[src/sv/qxm_pkg.sv]
// ----------------------------------------------------------------------------
// qxm_pkg
// Shared constants, register codes and types of the X-frame motor mixer.
// ----------------------------------------------------------------------------
`default_nettype none

package qxm_pkg;

    // Fixed-point scales
    localparam int FULL_SCALE  = 10000;     // 100 percent in 0.01 units
    localparam int STATE_FULL  = 2560000;   // FULL_SCALE with 8 fraction bits
    localparam int MOTOR_CNT   = 4;
    localparam int MOT_W       = 2;

    // Pulse mapping: floor(num / STATE_FULL) = floor((num >> 10) / 2500)
    localparam int DIV_SHIFT   = 10;
    localparam int RECIP_SHIFT = 36;
    localparam int PULSE_RECIP = 27487791;  // ceil(2^36 / 2500)

    // Shared multiplier operand and product widths
    localparam int MUL_A_W = 25;
    localparam int MUL_B_W = 26;
    localparam int MUL_P_W = MUL_A_W + MUL_B_W;

    // Configuration port
    localparam int CFG_IDX_W  = 3;
    localparam int CFG_DATA_W = 16;

    typedef enum logic [CFG_IDX_W-1:0] {
        REG_PULSE_MIN      = 3'd0,
        REG_PULSE_MAX      = 3'd1,
        REG_LIMIT_RATIO    = 3'd2,
        REG_ATTITUDE_GAIN  = 3'd3,
        REG_SMOOTHING_GAIN = 3'd4
    } cfg_reg_t;

    typedef struct packed {
        logic [11:0] pulse_min;
        logic [11:0] pulse_max;
        logic [15:0] limit_ratio;
        logic [15:0] attitude_gain;
        logic [15:0] smoothing_gain;
    } cfg_t;

    localparam cfg_t CFG_RESET = '{
        pulse_min:      12'd1000,
        pulse_max:      12'd2000,
        limit_ratio:    16'd49152,
        attitude_gain:  16'd13107,
        smoothing_gain: 16'd16384
    };

endpackage

`default_nettype wire

[src/sv/qxm_cfg_regs.sv]
// ----------------------------------------------------------------------------
// qxm_cfg_regs
// Configuration register file of the motor mixer, written over the cfg port.
// ----------------------------------------------------------------------------
`default_nettype none

module qxm_cfg_regs
    import qxm_pkg::*;
(
    input  wire logic                  clk,
    input  wire logic                  rst_n,
    input  wire logic                  cfg_valid,
    output logic                       cfg_ready,
    input  wire logic [CFG_IDX_W-1:0]  cfg_index,
    input  wire logic [CFG_DATA_W-1:0] cfg_data,
    output cfg_t                       regs
);

    cfg_t cfg_reg;
    cfg_t cfg_next;

    assign cfg_ready = 1'b1;
    assign regs      = cfg_reg;

    always_comb
    begin
        cfg_next = cfg_reg;
        if (cfg_valid && cfg_ready)
        begin
            case (cfg_reg_t'(cfg_index))
                REG_PULSE_MIN:      cfg_next.pulse_min      = cfg_data[11:0];
                REG_PULSE_MAX:      cfg_next.pulse_max      = cfg_data[11:0];
                REG_LIMIT_RATIO:    cfg_next.limit_ratio    = cfg_data;
                REG_ATTITUDE_GAIN:  cfg_next.attitude_gain  = cfg_data;
                REG_SMOOTHING_GAIN: cfg_next.smoothing_gain = cfg_data;
                default:            cfg_next                = cfg_reg;  // drop unknown index
            endcase
        end
    end

    always_ff @(posedge clk or negedge rst_n)
    begin
        if (!rst_n)
        begin
            cfg_reg <= CFG_RESET;
        end
        else
        begin
            cfg_reg <= cfg_next;
        end
    end

endmodule

`default_nettype wire

[src/sv/qxm_mul.sv]
// ----------------------------------------------------------------------------
// qxm_mul
// Shared signed multiplier with a registered product.
// ----------------------------------------------------------------------------
`default_nettype none

module qxm_mul
    import qxm_pkg::*;
(
    input  wire logic                      clk,
    input  wire logic                      en,
    input  wire logic signed [MUL_A_W-1:0] a,
    input  wire logic signed [MUL_B_W-1:0] b,
    output logic signed [MUL_P_W-1:0]      prod
);

    logic signed [MUL_P_W-1:0] prod_reg;
    logic signed [MUL_P_W-1:0] prod_next;

    assign prod_next = MUL_P_W'(a) * MUL_P_W'(b);
    assign prod      = prod_reg;

    // Hold the product until the next issue.
    always_ff @(posedge clk)
    begin
        if (en)
        begin
            prod_reg <= prod_next;
        end
    end

endmodule

`default_nettype wire

[src/sv/quad_x_motor_mixer.sv]
// ----------------------------------------------------------------------------
// quad_x_motor_mixer
// X-frame quadcopter motor mixer with attitude correction, per-motor output
// smoothing and a linear mapping onto ESC pulse widths.
// ----------------------------------------------------------------------------
//
//  Channel   Handshake              Payload
//  --------  ---------------------  ------------------------------------------
//  in        in_valid / in_stall    throttle, roll, pitch, yaw commands,
//                                   pitch and roll angles
//  out       out_valid / out_stall  four motor pulse widths in microseconds
//  cfg       cfg_valid / cfg_ready  cfg_index (register), cfg_data
//
//  An item runs from its transfer through four setup steps, six steps per
//  motor, one handoff step and the idle step that takes the next transfer,
//  and only then can the next item be taken. The pace is set by the single
//  25x26 multiplier, which forms sixteen products per item, at most one per
//  step, each registered before use.
//  Reset clears the four smoothed motor values and loads the register
//  defaults. The result waits in an output register; while it is stalled
//  the next item still runs and holds in the handoff step until it drains.
//  cfg_ready is always high.
// ----------------------------------------------------------------------------
`default_nettype none

module quad_x_motor_mixer
    import qxm_pkg::*;
(
    input  wire logic                  clk,
    input  wire logic                  rst_n,

    input  wire logic                  in_valid,
    output logic                       in_stall,
    input  wire logic [13:0]           throttle_command,
    input  wire logic signed [14:0]    roll_command,
    input  wire logic signed [14:0]    pitch_command,
    input  wire logic signed [14:0]    yaw_command,
    input  wire logic signed [15:0]    pitch_angle,
    input  wire logic signed [15:0]    roll_angle,

    output logic                       out_valid,
    input  wire logic                  out_stall,
    output logic [11:0]                pulse_rear_right,
    output logic [11:0]                pulse_front_right,
    output logic [11:0]                pulse_rear_left,
    output logic [11:0]                pulse_front_left,

    input  wire logic                  cfg_valid,
    output logic                       cfg_ready,
    input  wire logic [CFG_IDX_W-1:0]  cfg_index,
    input  wire logic [CFG_DATA_W-1:0] cfg_data
);

    // ------------------------------------------------------------------------
    // Sequencer states, one-hot
    // ------------------------------------------------------------------------
    typedef enum logic [11:0] {
        ST_IDLE = 12'b0000_0000_0001,   // wait for an item
        ST_LIM  = 12'b0000_0000_0010,   // issue throttle * limit_ratio
        ST_PANG = 12'b0000_0000_0100,   // take limit, issue pitch angle * gain
        ST_RANG = 12'b0000_0000_1000,   // take pitch fix, issue roll angle * gain
        ST_MIX  = 12'b0000_0001_0000,   // take roll fix, mix targets, issue base
        ST_SMUL = 12'b0000_0010_0000,   // issue (target - state) * smoothing
        ST_SUPD = 12'b0000_0100_0000,   // update smoothed state
        ST_PMUL = 12'b0000_1000_0000,   // issue state * span
        ST_PADD = 12'b0001_0000_0000,   // add base, scale down
        ST_DMUL = 12'b0010_0000_0000,   // issue divide by reciprocal
        ST_DOUT = 12'b0100_0000_0000,   // take pulse width, next motor
        ST_DONE = 12'b1000_0000_0000    // hand result to the output register
    } state_t;

    // ------------------------------------------------------------------------
    // Helpers
    // ------------------------------------------------------------------------

    // Clamp a command to +-100 percent and halve it toward zero.
    function automatic logic signed [13:0] half_cmd(input logic signed [14:0] c);
        logic signed [14:0] cl;
        logic signed [14:0] adj;
        if (c > 15'sd10000)
            cl = 15'sd10000;
        else if (c < -15'sd10000)
            cl = -15'sd10000;
        else
            cl = c;
        adj      = cl + {14'd0, cl[14]};
        half_cmd = 14'(adj >>> 1);
    endfunction

    // Bound an axis term to +-limit.
    function automatic logic signed [13:0] clamp_lim(input logic signed [13:0] v,
                                                     input logic [13:0] lim);
        logic signed [14:0] v_w;
        logic signed [14:0] lim_w;
        v_w   = 15'(v);
        lim_w = signed'({1'b0, lim});
        if (v_w > lim_w)
            clamp_lim = 14'(lim_w);
        else if (v_w < -lim_w)
            clamp_lim = 14'(-lim_w);
        else
            clamp_lim = v;
    endfunction

    // Clamp a motor sum to 0..100 percent.
    function automatic logic [13:0] clamp_pct(input logic signed [18:0] v);
        if (v[18])
            clamp_pct = '0;
        else if (v > 19'(FULL_SCALE))
            clamp_pct = 14'(FULL_SCALE);
        else
            clamp_pct = v[13:0];
    endfunction

    // Product scaled by 2^-16, truncated toward zero.
    function automatic logic signed [MUL_P_W-17:0] q16_trunc(
        input logic signed [MUL_P_W-1:0] p);
        logic signed [MUL_P_W-1:0] adj;
        adj       = p + (p[MUL_P_W-1] ? MUL_P_W'(17'h0FFFF) : MUL_P_W'(17'h00000));
        q16_trunc = adj[MUL_P_W-1:16];
    endfunction

    // ------------------------------------------------------------------------
    // Configuration
    // ------------------------------------------------------------------------
    cfg_t cfg;

    qxm_cfg_regs u_cfg_regs (
        .clk       (clk),
        .rst_n     (rst_n),
        .cfg_valid (cfg_valid),
        .cfg_ready (cfg_ready),
        .cfg_index (cfg_index),
        .cfg_data  (cfg_data),
        .regs      (cfg)
    );

    // ------------------------------------------------------------------------
    // Shared multiplier
    // ------------------------------------------------------------------------
    logic                      mul_en;
    logic signed [MUL_A_W-1:0] mul_a;
    logic signed [MUL_B_W-1:0] mul_b;
    logic signed [MUL_P_W-1:0] mul_p;

    qxm_mul u_mul (
        .clk  (clk),
        .en   (mul_en),
        .a    (mul_a),
        .b    (mul_b),
        .prod (mul_p)
    );

    // ------------------------------------------------------------------------
    // Registers
    // ------------------------------------------------------------------------
    state_t                   state_reg,    state_next;
    logic [MOT_W-1:0]         mot_reg,      mot_next;
    logic                     out_valid_reg, out_valid_next;
    logic [21:0]              s_reg  [MOTOR_CNT];
    logic [21:0]              s_next [MOTOR_CNT];

    logic [13:0]              t_reg,        t_next;
    logic signed [13:0]       yaw_h_reg,    yaw_h_next;
    logic signed [13:0]       npitch_h_reg, npitch_h_next;
    logic signed [13:0]       nroll_h_reg,  nroll_h_next;
    logic signed [15:0]       pang_reg,     pang_next;
    logic signed [15:0]       rang_reg,     rang_next;
    logic [13:0]              lim_reg,      lim_next;
    logic signed [15:0]       pcorr_reg,    pcorr_next;
    logic [13:0]              m_reg  [MOTOR_CNT];
    logic [13:0]              m_next [MOTOR_CNT];
    logic [33:0]              base_reg,     base_next;
    logic [21:0]              s_cur_reg,    s_cur_next;
    logic [23:0]              x_reg,        x_next;
    logic [11:0]              pw_reg  [MOTOR_CNT];
    logic [11:0]              pw_next [MOTOR_CNT];
    logic [11:0]              out_pw_reg  [MOTOR_CNT];
    logic [11:0]              out_pw_next [MOTOR_CNT];

    // ------------------------------------------------------------------------
    // Datapath terms
    // ------------------------------------------------------------------------
    logic signed [MUL_P_W-17:0] p_q16;
    logic signed [13:0]         yaw_lim;
    logic signed [18:0]         t_w;
    logic signed [18:0]         yaw_w;
    logic signed [18:0]         pf_w;
    logic signed [18:0]         rr_w;
    logic signed [18:0]         tgt [MOTOR_CNT];
    logic signed [22:0]         diff;
    logic signed [23:0]         s_sum;
    logic [21:0]                s_new;
    logic signed [12:0]         span;
    logic signed [35:0]         num;

    assign p_q16   = q16_trunc(mul_p);
    assign yaw_lim = clamp_lim(yaw_h_reg, lim_reg);
    assign t_w     = signed'({5'd0, t_reg});
    assign yaw_w   = 19'(yaw_lim);
    // Pitch and roll terms: bounded command half plus angle correction.
    assign pf_w    = 19'(clamp_lim(npitch_h_reg, lim_reg)) + 19'(pcorr_reg);
    assign rr_w    = 19'(clamp_lim(nroll_h_reg, lim_reg)) + 19'(signed'(p_q16[15:0]));

    // X-frame mix: rear right, front right, rear left, front left.
    assign tgt[0]  = t_w - pf_w + rr_w + yaw_w;
    assign tgt[1]  = t_w + pf_w + rr_w - yaw_w;
    assign tgt[2]  = t_w - pf_w - rr_w - yaw_w;
    assign tgt[3]  = t_w + pf_w - rr_w + yaw_w;

    // Smoothing step of the current motor.
    assign diff    = signed'({1'b0, m_reg[mot_reg], 8'd0}) - signed'({1'b0, s_reg[mot_reg]});
    assign s_sum   = signed'({2'b0, s_reg[mot_reg]}) + 24'(p_q16);
    assign s_new   = s_sum[23] ? '0 :
                     (s_sum > 24'(STATE_FULL)) ? 22'(STATE_FULL) : s_sum[21:0];

    // Pulse mapping: base + state * span, never below zero.
    assign span    = signed'({1'b0, cfg.pulse_max}) - signed'({1'b0, cfg.pulse_min});
    assign num     = signed'({2'b0, base_reg}) + 36'(mul_p);

    // ------------------------------------------------------------------------
    // Sequencer
    // ------------------------------------------------------------------------
    always_comb
    begin
        state_next     = state_reg;
        mot_next       = mot_reg;
        out_valid_next = out_valid_reg;
        t_next         = t_reg;
        yaw_h_next     = yaw_h_reg;
        npitch_h_next  = npitch_h_reg;
        nroll_h_next   = nroll_h_reg;
        pang_next      = pang_reg;
        rang_next      = rang_reg;
        lim_next       = lim_reg;
        pcorr_next     = pcorr_reg;
        base_next      = base_reg;
        s_cur_next     = s_cur_reg;
        x_next         = x_reg;
        s_next         = s_reg;
        m_next         = m_reg;
        pw_next        = pw_reg;
        out_pw_next    = out_pw_reg;
        mul_en         = 1'b0;
        mul_a          = '0;
        mul_b          = '0;

        // Drop the result once it is taken.
        if (out_valid_reg && !out_stall)
        begin
            out_valid_next = 1'b0;
        end

        case (state_reg)
            ST_IDLE:
            begin
                if (in_valid)
                begin
                    t_next        = (throttle_command > 14'(FULL_SCALE)) ?
                                    14'(FULL_SCALE) : throttle_command;
                    yaw_h_next    = half_cmd(yaw_command);
                    npitch_h_next = -half_cmd(pitch_command);
                    nroll_h_next  = -half_cmd(roll_command);
                    pang_next     = pitch_angle;
                    rang_next     = roll_angle;
                    state_next    = ST_LIM;
                end
            end
            ST_LIM:
            begin
                mul_en     = 1'b1;
                mul_a      = MUL_A_W'(t_reg);
                mul_b      = MUL_B_W'(cfg.limit_ratio);
                state_next = ST_PANG;
            end
            ST_PANG:
            begin
                lim_next   = mul_p[29:16];
                mul_en     = 1'b1;
                mul_a      = MUL_A_W'(pang_reg);
                mul_b      = MUL_B_W'(cfg.attitude_gain);
                state_next = ST_RANG;
            end
            ST_RANG:
            begin
                pcorr_next = signed'(p_q16[15:0]);
                mul_en     = 1'b1;
                mul_a      = MUL_A_W'(rang_reg);
                mul_b      = MUL_B_W'(cfg.attitude_gain);
                state_next = ST_MIX;
            end
            ST_MIX:
            begin
                for (int i = 0; i < MOTOR_CNT; i++)
                begin
                    m_next[i] = clamp_pct(tgt[i]);
                end
                // Pulse base pulse_min * STATE_FULL, taken by the first motor.
                mul_en     = 1'b1;
                mul_a      = MUL_A_W'(cfg.pulse_min);
                mul_b      = MUL_B_W'(STATE_FULL);
                mot_next   = '0;
                state_next = ST_SMUL;
            end
            ST_SMUL:
            begin
                if (mot_reg == '0)
                begin
                    base_next = mul_p[33:0];
                end
                mul_en     = 1'b1;
                mul_a      = MUL_A_W'(diff);
                mul_b      = MUL_B_W'(cfg.smoothing_gain);
                state_next = ST_SUPD;
            end
            ST_SUPD:
            begin
                s_next[mot_reg] = s_new;
                s_cur_next      = s_new;
                state_next      = ST_PMUL;
            end
            ST_PMUL:
            begin
                mul_en     = 1'b1;
                mul_a      = MUL_A_W'(s_cur_reg);
                mul_b      = MUL_B_W'(span);
                state_next = ST_PADD;
            end
            ST_PADD:
            begin
                x_next     = num[35] ? '0 : num[33:DIV_SHIFT];
                state_next = ST_DMUL;
            end
            ST_DMUL:
            begin
                mul_en     = 1'b1;
                mul_a      = MUL_A_W'(x_reg);
                mul_b      = MUL_B_W'(PULSE_RECIP);
                state_next = ST_DOUT;
            end
            ST_DOUT:
            begin
                pw_next[mot_reg] = mul_p[RECIP_SHIFT+11:RECIP_SHIFT];
                if (mot_reg == MOT_W'(MOTOR_CNT - 1))
                begin
                    state_next = ST_DONE;
                end
                else
                begin
                    mot_next   = mot_reg + 1'b1;
                    state_next = ST_SMUL;
                end
            end
            ST_DONE:
            begin
                // Load the output register once the previous result is gone.
                if (!out_valid_reg || !out_stall)
                begin
                    out_pw_next    = pw_reg;
                    out_valid_next = 1'b1;
                    state_next     = ST_IDLE;
                end
            end
            default:
            begin
                state_next = ST_IDLE;
            end
        endcase
    end

    // Control and smoothed state
    always_ff @(posedge clk or negedge rst_n)
    begin
        if (!rst_n)
        begin
            state_reg     <= ST_IDLE;
            mot_reg       <= '0;
            out_valid_reg <= 1'b0;
            for (int i = 0; i < MOTOR_CNT; i++)
            begin
                s_reg[i] <= '0;
            end
        end
        else
        begin
            state_reg     <= state_next;
            mot_reg       <= mot_next;
            out_valid_reg <= out_valid_next;
            s_reg         <= s_next;
        end
    end

    // Payload
    always_ff @(posedge clk)
    begin
        t_reg        <= t_next;
        yaw_h_reg    <= yaw_h_next;
        npitch_h_reg <= npitch_h_next;
        nroll_h_reg  <= nroll_h_next;
        pang_reg     <= pang_next;
        rang_reg     <= rang_next;
        lim_reg      <= lim_next;
        pcorr_reg    <= pcorr_next;
        base_reg     <= base_next;
        s_cur_reg    <= s_cur_next;
        x_reg        <= x_next;
        m_reg        <= m_next;
        pw_reg       <= pw_next;
        out_pw_reg   <= out_pw_next;
    end

    // ------------------------------------------------------------------------
    // Ports
    // ------------------------------------------------------------------------
    assign in_stall          = (state_reg != ST_IDLE);
    assign out_valid         = out_valid_reg;
    assign pulse_rear_right  = out_pw_reg[0];
    assign pulse_front_right = out_pw_reg[1];
    assign pulse_rear_left   = out_pw_reg[2];
    assign pulse_front_left  = out_pw_reg[3];

endmodule

`default_nettype wire

[config.mk]
export PLATFORM = sky130hd
export DESIGN_NAME = quad_x_motor_mixer
export DESIGN_NICKNAME = d
export VERILOG_FILES = /design/src/sv/qxm_pkg.sv /design/src/sv/qxm_cfg_regs.sv /design/src/sv/qxm_mul.sv /design/src/sv/quad_x_motor_mixer.sv
export SDC_FILE = /design/constraint.sdc
export NUM_CORES = 2
export LEC_CHECK = 0
export ABC_AREA = 0
export CAP_MARGIN = 20
export CORE_AREA = 2 2 338 340
export DETAILED_ROUTE_END_ITERATION = 8
export DIE_AREA = 0 0 340 342
export DONT_BUFFER_PORTS = 1
export PLACE_DENSITY = 0.73
export SYNTH_ARGS = -nofsm -noshare
export SYNTH_HDL_FRONTEND = slang
export SYNTH_SLANG_ARGS = --single-unit
[constraint.sdc]
create_clock -name clk -period 24.4 [get_ports clk]
set_input_delay 4.88 -clock clk [delete_from_list [all_inputs] [get_ports clk]]
set_output_delay 4.88 -clock clk [all_outputs]
set_load 0.01 [all_outputs]
==> flow_summary.toml <==
[outcome]
status = "completed"

[synth]
yosysWarnings = 0
synth_edf_count = 399
synthFlopType = "edfxtp_1"
seq_area_frac_synth_pct = 26.70
synth_cells = 6110
synth_area_leaders = "fa_1, edfxtp_1, ha_1, dfrtp_1, inv_1"
synth_top_area_cell = "fa_1"
ys_seq_elements = 574
synthArstFlopShare_pct = 30.49
synth_area_per_cell_um2 = 10.05
synthesis.area_um2 = 61400
synth_top_area_share_pct = 24.68
ys_types = 106

[timing]
maxSlewHeadroom_pct = 20.94
fmax_mhz = 80.16
fin_skew_ns = 0.04392
finalSetupTns_ns = 0
hold_viol = 0
rsz0062_at_grt = "no"
worst_pin_slew_ns = 1.186
slew_viol_final = 0
report.final.setup_viol = 0
post-route-period-util_pct = 51.13
layout_min_cycle_time_ns = 12.48

[clock_tree]
cts_resized = 0
clkLatencyLatePin_ns = 0.68
htree_levels = 3
cts_num_sinks = 574
clk_pin_slew_ns = 0.06
cts_made_buffers = 70
cts_root_buffer = "clkbuf_16"
cts_buffer_depth = 3
cts_tree = "yes"
ctsHoldBuffers = 0
post-cts-setup-buffers = 0

[final_layout]
nets = 7404
largest_reg_flops = 88
utilization_pct = 58.06
area_growth_pct = 6.951
mostFrequentLayoutCell = "inv_1"
layout_common_cells = "inv_1, fa_1, nand2_1, ha_1, nor2_1"
stdcell_area_um2 = 65660
fill_cells = 9538
drive_gt1_share_pct = 6.572

[setup_path]
r2r_cells = 42
cp_slowest_stage_delay_ns = 0.81
critPathCaptureType = "register"
cp-start-kind = "register"
critPathMaxFanout = 27
startpoint = "lim_reg[1]"
r2r_start = "lim_reg[1]"
rr_endpoint = "m_reg[48]"
cp_slowest_cell = "nor4_2"
rrSetupSlack_ns = 11.92
required_ns = 24.91
arrival_ns = 12.98
criticalPathCategory = "register to register"

[floorplanning]
die-area_um2 = 116300
num_rows = 124
die_h_um = 342
initial_core_util_pct = 54.28
io_pins = 166
coreArea_um2 = 113100
dieWidth_um = 340

[detailed_routing]
drtIter0Drc = 4398
ant_nets = 0
via_per_inst = 6.030
vias = 46180
drcViolationCount = 0
wire_per_inst_um = 24.27
routed_wl_mm = 185.8
first_pass_iters = 7

[global_routing]
grt_max_degree = 176
antenna_found_initial = 14
grt_pass1_vias = 46820
overflow = 0
grt_pass1_wl_mm = 283.6
grtUsageTotal_pct = 32.43

[placed_design]
postPlaceCellArea_um2 = 63260
gp_congestion = 0.9809
hpwl_mm = 148.0
portBuffers = 0

[min_path]
hp-start = "pw_reg[12]"
hold_path_class = "register to register"
whs_path_depth = 0
min_to = "pulse_rear_left[0]"

[flow_run]
cap_viol_max_count = 0
==> per-stage QoR <==
step / hold WS, ns / worst slack [ns] / std cells
6_report: 0.4184 / 11.92 / 7658
5_1_grt: 0.4240 / 10.94 / 7654
4_1_cts: 0.4185 / 12.06 / 7638
3_5_place_dp: 0.4045 / 12.14 / 7510
3_3_place_gp: 0.4011 / 12.22 / 7509
2_1_floorplan: 0.4003 / 13.79 / 6120
==> synthesized netlist by cell type (23+ instances only) <==
master and instances:
a21o_1 84, a21oi_1 239, a22oi_1 53, a31oi_1 32
and2_1 91, and3_1 60, clkbuf_1 169, dfrtp_1 151
dfstp_2 24, edfxtp_1 399, fa_1 757, ha_1 456
inv_1 980, mux2_2 63, mux2i_1 25, mux4_2 36
nand2_1 598, nand2b_1 42, nand3_1 83, nand4_1 41
nor2_1 407, nor2b_1 56, nor3_1 71, nor3b_1 26
o21a_1 54, o21ai_0 165, o21bai_1 45, o22ai_1 27
o31ai_1 91, or3_1 23, xnor2_1 219, xor2_1 117
==> cell type report <==
type	instances	area, µm²	area share (%)
Clock buffer	88	1872	2.851
Multi-Input combinational cell	4356	40660	61.91
Sequential cell	574	16390	24.96
Clock inverter	40	417.9	0.6364
Timing Repair Buffer	91	709.4	1.080
Antenna cell	14	35.03	0.05335
Tap cell	1512	1892	2.881
Inverter	983	3690	5.619
==> cell families after synthesis <==
group,share of synthesized area [%]
buffers and inverters,7.381
adder cells (fa/ha/maj),34.11
other,0.01223
AO/OA/AOI/OAI,11.96
flip-flops,26.70
multiplexers,2.884
AND/OR/NAND/NOR,12.13
XOR/XNOR,4.820
==> worst max-delay path, delay by kind of cell, from the launching register on <==
kind | cells | cell delay [ns]
AO/OA/AOI/OAI | 17 | 4.12
AND/OR/NAND/NOR | 10 | 3.50
adder cells (fa/ha/maj) | 8 | 3.01
XOR/XNOR | 4 | 0.85
flip-flops | 1 | 0.45
buffers and inverters | 3 | 0.35
==> how the worst max path moves through the flow <==
| stage | end | cells after the start |
|---|---|---|
| 3_5_place_dp | m_reg[48] | 42 |
| 4_1_cts | m_reg[48] | 42 |
| 2_1_floorplan | u_mul.prod[50] | 36 |
| 5_1_grt | m_reg[44] | 42 |
| 3_3_place_gp | m_reg[45] | 42 |
| 6_report | m_reg[48] | 42 |
==> metal layers <==
layer	up-vias	part of all wire, %	GRT usage [%]
met2	2126	46	51.81
met1	23100	38	41.41
met3	487	10	8.905
met4	12	5.2	14.45
met5	-	0.043	0
li1	20460	-	-
Power is left out: the tool's default activity adds up to more than one toggle a clock period on the data nets, which glitch-free logic cannot reach.
